--- src/rtl/sfpc8_pkg.sv ---
// ----------------------------------------------------------------------------
// sfpc8_pkg
// Constants and types shared by the sync framed packet CRC-8 checker.
// ----------------------------------------------------------------------------
package sfpc8_pkg;

   localparam int BYTE_W        = 8;
   localparam int PACKET_LEN    = 8;
   localparam int PAYLOAD_LEN   = PACKET_LEN - 2;
   localparam int PAYLOAD_BYTES = 6;
   localparam int PAYLOAD_W     = PAYLOAD_BYTES * BYTE_W;
   localparam int POS_W         = $clog2(PACKET_LEN + 1);

   localparam logic [BYTE_W-1:0] CRC_POLY   = 8'h07;
   localparam logic [BYTE_W-1:0] CRC_TOP    = 8'h80;
   localparam logic [BYTE_W-1:0] CRC_INIT   = 8'h00;
   localparam logic [BYTE_W-1:0] SYNC_RESET = 8'd170;

   // One result beat as it leaves the framer.
   typedef struct packed {
      logic [BYTE_W-1:0]    byte_out;
      logic                 forward_byte;
      logic                 packet_valid;
      logic [PAYLOAD_W-1:0] payload;
   } result_type;

endpackage

--- src/rtl/sfpc8_crc8.sv ---
// ----------------------------------------------------------------------------
// sfpc8_crc8
// One-byte CRC-8 update, polynomial 0x07, most significant bit first.
// ----------------------------------------------------------------------------
module sfpc8_crc8 (
   input  logic [sfpc8_pkg::BYTE_W-1:0] crc_cur,
   input  logic [sfpc8_pkg::BYTE_W-1:0] data,
   output logic [sfpc8_pkg::BYTE_W-1:0] crc_nxt
);
   import sfpc8_pkg::*;

   always_comb begin
      logic [BYTE_W-1:0] c;
      c = crc_cur ^ data;
      for (int k = 0; k < BYTE_W; k++) begin
         if ((c & CRC_TOP) != '0) begin
            c = {c[BYTE_W-2:0], 1'b0} ^ CRC_POLY;
         end else begin
            c = {c[BYTE_W-2:0], 1'b0};
         end
      end
      crc_nxt = c;
   end

endmodule

--- src/rtl/sfpc8_framer.sv ---
// ----------------------------------------------------------------------------
// sfpc8_framer
// Packet position, running CRC and payload store; forms one result per byte.
// ----------------------------------------------------------------------------
module sfpc8_framer (
   input  logic                          clock,
   input  logic                          reset,
   input  logic                          fire,
   input  logic [sfpc8_pkg::BYTE_W-1:0]  byte_in,
   input  logic [sfpc8_pkg::BYTE_W-1:0]  sync_value,
   output sfpc8_pkg::result_type         result
);
   import sfpc8_pkg::*;

   logic [POS_W-1:0]     pos_ff;
   logic [POS_W-1:0]     pos_in;
   logic [BYTE_W-1:0]    crc_ff;
   logic [BYTE_W-1:0]    crc_in;
   logic [BYTE_W-1:0]    crc_base;
   logic [BYTE_W-1:0]    crc_upd;
   logic [BYTE_W-1:0]    store_ff [PAYLOAD_LEN];
   logic [PAYLOAD_W-1:0] pay_all;
   logic                 hunting;
   logic                 last;
   logic                 middle;
   logic                 sync_hit;
   logic                 crc_ok;

   assign hunting  = (pos_ff == '0) || (pos_ff >= POS_W'(PACKET_LEN));
   assign last     = !hunting && (pos_ff == POS_W'(PACKET_LEN - 1));
   assign middle   = !hunting && !last;
   assign sync_hit = (byte_in == sync_value);
   assign crc_ok   = last && (crc_ff == byte_in);
   assign crc_base = hunting ? CRC_INIT : crc_ff;

   sfpc8_crc8 u_crc8 (
      .crc_cur (crc_base),
      .data    (byte_in),
      .crc_nxt (crc_upd)
   );

   always_comb begin
      pos_in = pos_ff;
      crc_in = crc_ff;
      priority if (hunting) begin
         pos_in = sync_hit ? POS_W'(1) : '0;
         if (sync_hit) begin
            crc_in = crc_upd;
         end
      end else if (middle) begin
         pos_in = pos_ff + POS_W'(1);
         crc_in = crc_upd;
      end else begin
         pos_in = '0;
         crc_in = CRC_INIT;
      end
   end

   always_ff @(posedge clock) begin
      if (reset) begin
         pos_ff <= '0;
         crc_ff <= CRC_INIT;
      end else if (fire) begin
         pos_ff <= pos_in;
         crc_ff <= crc_in;
      end
   end

   // Each payload entry is written when its own position comes by.
   for (genvar g = 0; g < PAYLOAD_LEN; g++) begin : g_store
      always_ff @(posedge clock) begin
         if (fire && middle && (pos_ff == POS_W'(g + 1))) begin
            store_ff[g] <= byte_in;
         end
      end
   end

   for (genvar g = 0; g < PAYLOAD_BYTES; g++) begin : g_pay
      if (g < PAYLOAD_LEN) begin : g_used
         assign pay_all[g*BYTE_W +: BYTE_W] = store_ff[g];
      end else begin : g_unused
         assign pay_all[g*BYTE_W +: BYTE_W] = '0;
      end
   end

   always_comb begin
      result.byte_out     = byte_in;
      result.forward_byte = !crc_ok;
      result.packet_valid = crc_ok;
      result.payload      = crc_ok ? pay_all : '0;
   end

endmodule

--- config.mk ---
export PLATFORM = sky130hd
export DESIGN_NAME = sfpc8_framer
export DESIGN_NICKNAME = d
export VERILOG_FILES = /design/src/rtl/sfpc8_pkg.sv /design/src/rtl/sfpc8_crc8.sv /design/src/rtl/sfpc8_framer.sv
export SDC_FILE = /design/constraint.sdc
export NUM_CORES = 1
export LEC_CHECK = 0
export ABC_AREA = 1
export BUFFER_PORTS_ARGS = -buffer_cell sky130_fd_sc_hd__buf_4
export CELL_PAD_IN_SITES_DETAIL_PLACEMENT = 1
export CELL_PAD_IN_SITES_GLOBAL_PLACEMENT = 2
export CORE_ASPECT_RATIO = 1.75
export CORE_MARGIN = 1.5
export CORE_UTILIZATION = 31
export CTS_CLUSTER_SIZE = 28
export DETAILED_ROUTE_END_ITERATION = 10
export PLACE_DENSITY = 0.86
export SYNTH_ARGS = -nofsm -noshare
export SYNTH_HDL_FRONTEND = slang
export SYNTH_SLANG_ARGS = --single-unit
--- constraint.sdc ---
create_clock -name clock -period 2.7 [get_ports clock]
set_clock_uncertainty 0.05 [all_clocks]
set_input_delay 0.675 -clock clock [delete_from_list [all_inputs] [get_ports clock]]
set_output_delay 0.675 -clock clock [all_outputs]
set_load 0.03 [all_outputs]
**After elaboration in Yosys (flattened, before gate mapping)**

Memories as Yosys holds them, arrays and structs flattened.
Index checks and enable logic that the tools add are counted.
W data, S select, Z words.

- Bits of input ports: 19
- Word-level logic and storage cells: 88
- Flip-flop bits (word level): 12
- Bits in latches: 0
- Output and inout bits: 58
- Memory bits (read-only): 0
- Memories kept: 1
- Bits in writable memories: 48

Memory list:

| memory | depth | width | read ports | clocked after Yosys merged registers in | wr ports | RTL line | source |
|---|---|---|---|---|---|---|---|
| store_ff | 6 | 8 | 6 | 0 | 1 | sfpc8_framer.sv:21 | `logic [BYTE_W-1:0] store_ff [PAYLOAD_LEN];` |

- $mul: 0
- Magnitude comparators: 1
- Muxes and demuxes: 43
- Bitwise operators: 9
- Eq/ne operators: 10
- Shift operators: 0
- Add/sub/neg operators: 1
- Div/mod/pow operators: 0
- Reductions and logical operators: 21

Operator list:

| operator | number |
|---|---|
| $mux W8 | 9 |
| $mux W48 | 1 |
| $reduce_or A8 Y1 | 5 |
| $mux W3 | 13 |
| $not A3 Y3 | 8 |
| $mux W1 | 18 |
| $eq A4 B3 Y1 const B | 4 |
| $eq A8 B8 Y1 | 2 |
| $logic_and A1 B1 Y1 | 10 |
| $eq A4 B2 Y1 const B | 2 |
| $mux W4 | 2 |
| $xor A8 B8 Y8 | 1 |
| $add A4 B1 Y4 const B | 1 |
| $eq A4 B1 Y1 const B | 1 |
| $ge A4 B4 Y1 const B | 1 |
| $logic_not A4 Y1 | 1 |
| $logic_not A1 Y1 | 3 |
| $ne A2 B1 Y1 const B | 1 |
| $reduce_and A2 Y1 | 1 |
| $logic_or A1 B1 Y1 | 1 |

**Longest topological paths before layout**

- Word-level depth: 22
- Gate-level depth with buffers: 13
- Gate-level depth less buffers: 13

**By module**

From an unflattened synthesis, not the netlist that was laid out.

- Cells, all modules: 406
- Area total of the unflattened synthesis: 3,340.7 µm²

Modules (own cells, without submodules):

| module | area each (µm²) | instances | cells an instance |
|---|---|---|---|
| sfpc8_framer | 2,957.8 | 1 | 326 |
| sfpc8_crc8 | 382.9 | 1 | 80 |

**Worst setup path before layout**

No wires, ideal clock.

- Path kind: input-to-output
- From: in byte_in[3] (netlist bit)
- To: out result[25] (netlist bit)
- Stages on the path: 7
- Arrival time: 1.980 ns
- Data required time: 1.975 ns
- Setup slack: -0.005 ns
- Path buffers: 1
- Cell sequence: or2_2 -> nand2_1 -> nand4_1 -> nor3_2 -> inv_2 -> buf_2 -> nor2_1

RTL lines:

| item | RTL line | source |
|---|---|---|
| start: declaration | sfpc8_framer.sv:9 | `input logic [sfpc8_pkg::BYTE_W-1:0] byte_in,` |
| end: declaration | sfpc8_framer.sv:11 | `output sfpc8_pkg::result_type result` |

==> run summary <==
Syn_nets: 397
Main combinational cell family by area after synthesis: simple AND/OR/NAND/NOR gates
Ys Warns: 0
Initial DRC Count: 71
CTS Root Cell: clkbuf_16
DR WL/cell: 16.9 um
Worst-path cell chain: buf_4 > xnor2_1 > nand3_1 > nor3_2 > bufinv_8 > buf_16 > nor2_1 > buf_4
Worst r2r src: pos_ff[0]$_SDFFE_PP0P_
HP Start: crc_ff[5]$_SDFFE_PP0P_
Die footprint: 11000 um^2
Multiplexer share of the synthesized area: 0
Final setup margin: -0.113 ns
Pwr Total: 2270 uW
Synth Area in Compound Gates: 0.0415
Mapped Area: 3200 um^2
Crit start category: input port
Placer congestion estimate: 0.871
Worst-Skew Late Latency: 0.33 ns
GRT Overall Usage: 0.192
NumNets Final: 509
Post-Synth Simple-Gate Area: 0.262
Port Buffers: 76
Initial Utilization: 0.321
Tightest Pin Transition: 0.445 ns
Post-synth EDFFs: 48
Synth area leaders: edfxtp_1, nand2_1, inv_1, dfxtp_1, nor2_1
Most common cell in the netlist: nand2_1
Register Area: 1690 um^2
Area Overhead vs Synth: 53.2%
Core area: 9970 um^2
DRC: 0
Total number of vias: 2846
H-tree levels: 3
Reported leakage power: 0.00215 uW
Number of maximum-capacitance violations: 0
Yosys top cell area share: 0.451
#FFs+latches synth: 60
Io pins: 77
Min Hold Slack: 0.427 ns
CTS hold repair buffers: 0
Vert. Die Dim: 137 um
RSZ-0062 raised after global routing: true
Post-synth top flop: edfxtp_1
Die width: 79.8 um
Global-route wire length before repair: 15.2 mm
Post-placement cell count: 587
Detailed placer's ending HPWL: 7.23 mm
CTS Buffer Depth: 2
Leading area contributor after synthesis: edfxtp_1
Critical Path AT: 2.09 ns
Period utilisation layout: 1.04
Total gr overflow: 0
Rel. slew slack: 0.700
Crit Path Class: in -> out
Drt pass-1 iters: 4
Clock sink total: 60
Syn Area/Cell: 8.54 um^2
# rows: 48
Slowest cell on crit path: bufinv_8
Min Tclk post-route: 2.81 ns
Most common cell on crit path: buf_4
CTS clk-pin slew, worst paths: 0.05 ns
Num CTS Buffers: 9
CTS tree: built
Worst hold path class: reg -> reg
Via-to-Cell Ratio: 4.63
Share of cells above drive strength 1: 0.410
Fmax: 355 MHz
Antenna violations before repair: 0
Critical path peak fanout: 17
Final Max Tran Viols: 0
Count of cell types in the netlist: 28
CP bufs+invs: 4
Adder-Cell Fraction of Synth Area: 0.0157
Crit-path leading delay family: buffers and inverters
Synth Area in XOR/XNOR: 0.0301
Syn Inst Count: 374
Sequential area share after synthesis: 0.526
Worst vdd ir: 329 uV
WL final: 10.4 mm
Async set-reset flop share out of synthesis: 0
Crit end category: primary output
Filler cells: 1149
Area of the multi-input gates: 1330 um^2
Crit-path max cell delay: 0.25 ns
Vias in the first global route: 3012
Largest net degree at the start of global routing: 18
Failing checks: negative setup slack
Outcome: complete, but fails checks
CP required: 1.98 ns
Synth cell count leaders: nand2_1, inv_1, edfxtp_1, nor2_1, nand3_1
Hold Vio Cnt, Final: 0
Ant. Diodes: 0
Non-Filler Instances: 615
Pre-CTS setup slack: -0.0932 ns
Crit. Startpoint: byte_in[4]
Finish-stage setup viols: 48
Power per cell area: 463 nW/um^2
Post-route ant nets: 0
-- cell families after synthesis --
family,after synthesis
adders and majority gates,4
AOI/OAI and AO/OA,23
buffers and inverters,91
and+or+nand+nor,185
DFF,60
xor gates and xnor gates,11
-- cell usage in the layout, fill, tap and decap left out, drive strengths merged --
master / netlist / layout
dfxtp: 12 / 12
buf: 13 / 116
edfxtp: 48 / 48
clkinvlp: 0 / 1
a2111oi: 1 / 1
xnor2: 10 / 10
nor2: 60 / 60
ha: 4 / 4
clkbuf: 3 / 10
o21ai: 7 / 7
nand2: 93 / 93
or2: 2 / 2
a21oi: 14 / 14
bufinv: 0 / 2
a22oi: 1 / 1
nor3: 7 / 7
clkinv: 0 / 4
nand3: 20 / 20
nand4: 3 / 3
xor2: 1 / 1
inv: 75 / 74
-- where the power goes --
part,internal (uW),switching (uW),total [uW]
clock network,699,395,1090
logic,68.6,106,175
registers,997,0.471,998
-- timing repair --
| item | 4_1_cts | 5_1_grt |
|---|---|---|
| gates cloned | 2 | 1 |
| resized for setup | 87 | 35 |
| setup endpoints to repair | 49 | 50 |
| setup buffers | 7 | 3 |
| pin swaps | 4 | 2 |
-- registers in the layout, summed over array words and instances (netlist names) --
signal and flops:
crc_ff 8, pos_ff 4, store_ff 48
-- metrics by stage --
step           setup TNS, ns  area [um^2]   util
2_1_floorplan        -0.0445         3200      -
3_3_place_gp          -0.128         4040  0.405
3_5_place_dp           -2.23         4040  0.405
4_1_cts                -5.69         4710  0.473
5_1_grt                -6.95         4890  0.491
6_report               -3.02         4890  0.491
-- routing by layer --
layer	routed length [um]	GRT usage	up-vias
met5	0	0	-
met1	3450	0.171	1385
met3	223	0.0331	19
met2	6280	0.386	68
met4	444	0.116	0
li1	-	-	1374
-- final timing paths --
path / end / depth (start not counted) / slack, ns
worst max-delay path: result[25] / 8 / -0.11
worst max register to register: store_ff[1][5]$_DFFE_PP_ / 9 / 0.32
worst min-delay path: crc_ff[5]$_SDFFE_PP0P_ / 2 / 0.43
worst min register to register: crc_ff[5]$_SDFFE_PP0P_ / 2 / 0.43
-- worst reg2reg max path, delay by kind of cell, from the launching register on --
family                     cells  cell delay (ns)
DFF                            1             0.35
and+or+nand+nor                5             0.99
adders and majority gates      1             0.25
buffers and inverters          3             0.44
-- final cells by class --
class                   instances  share of cell area
inverters                      75              0.0613
clock buffers                   9              0.0460
multi-input cells             223               0.272
clock inverters                 6              0.0115
well taps                     125              0.0320
flip-flops and latches         60               0.345
repair buffers                117               0.232
Note: power is estimated with default switching activity, not from simulation.
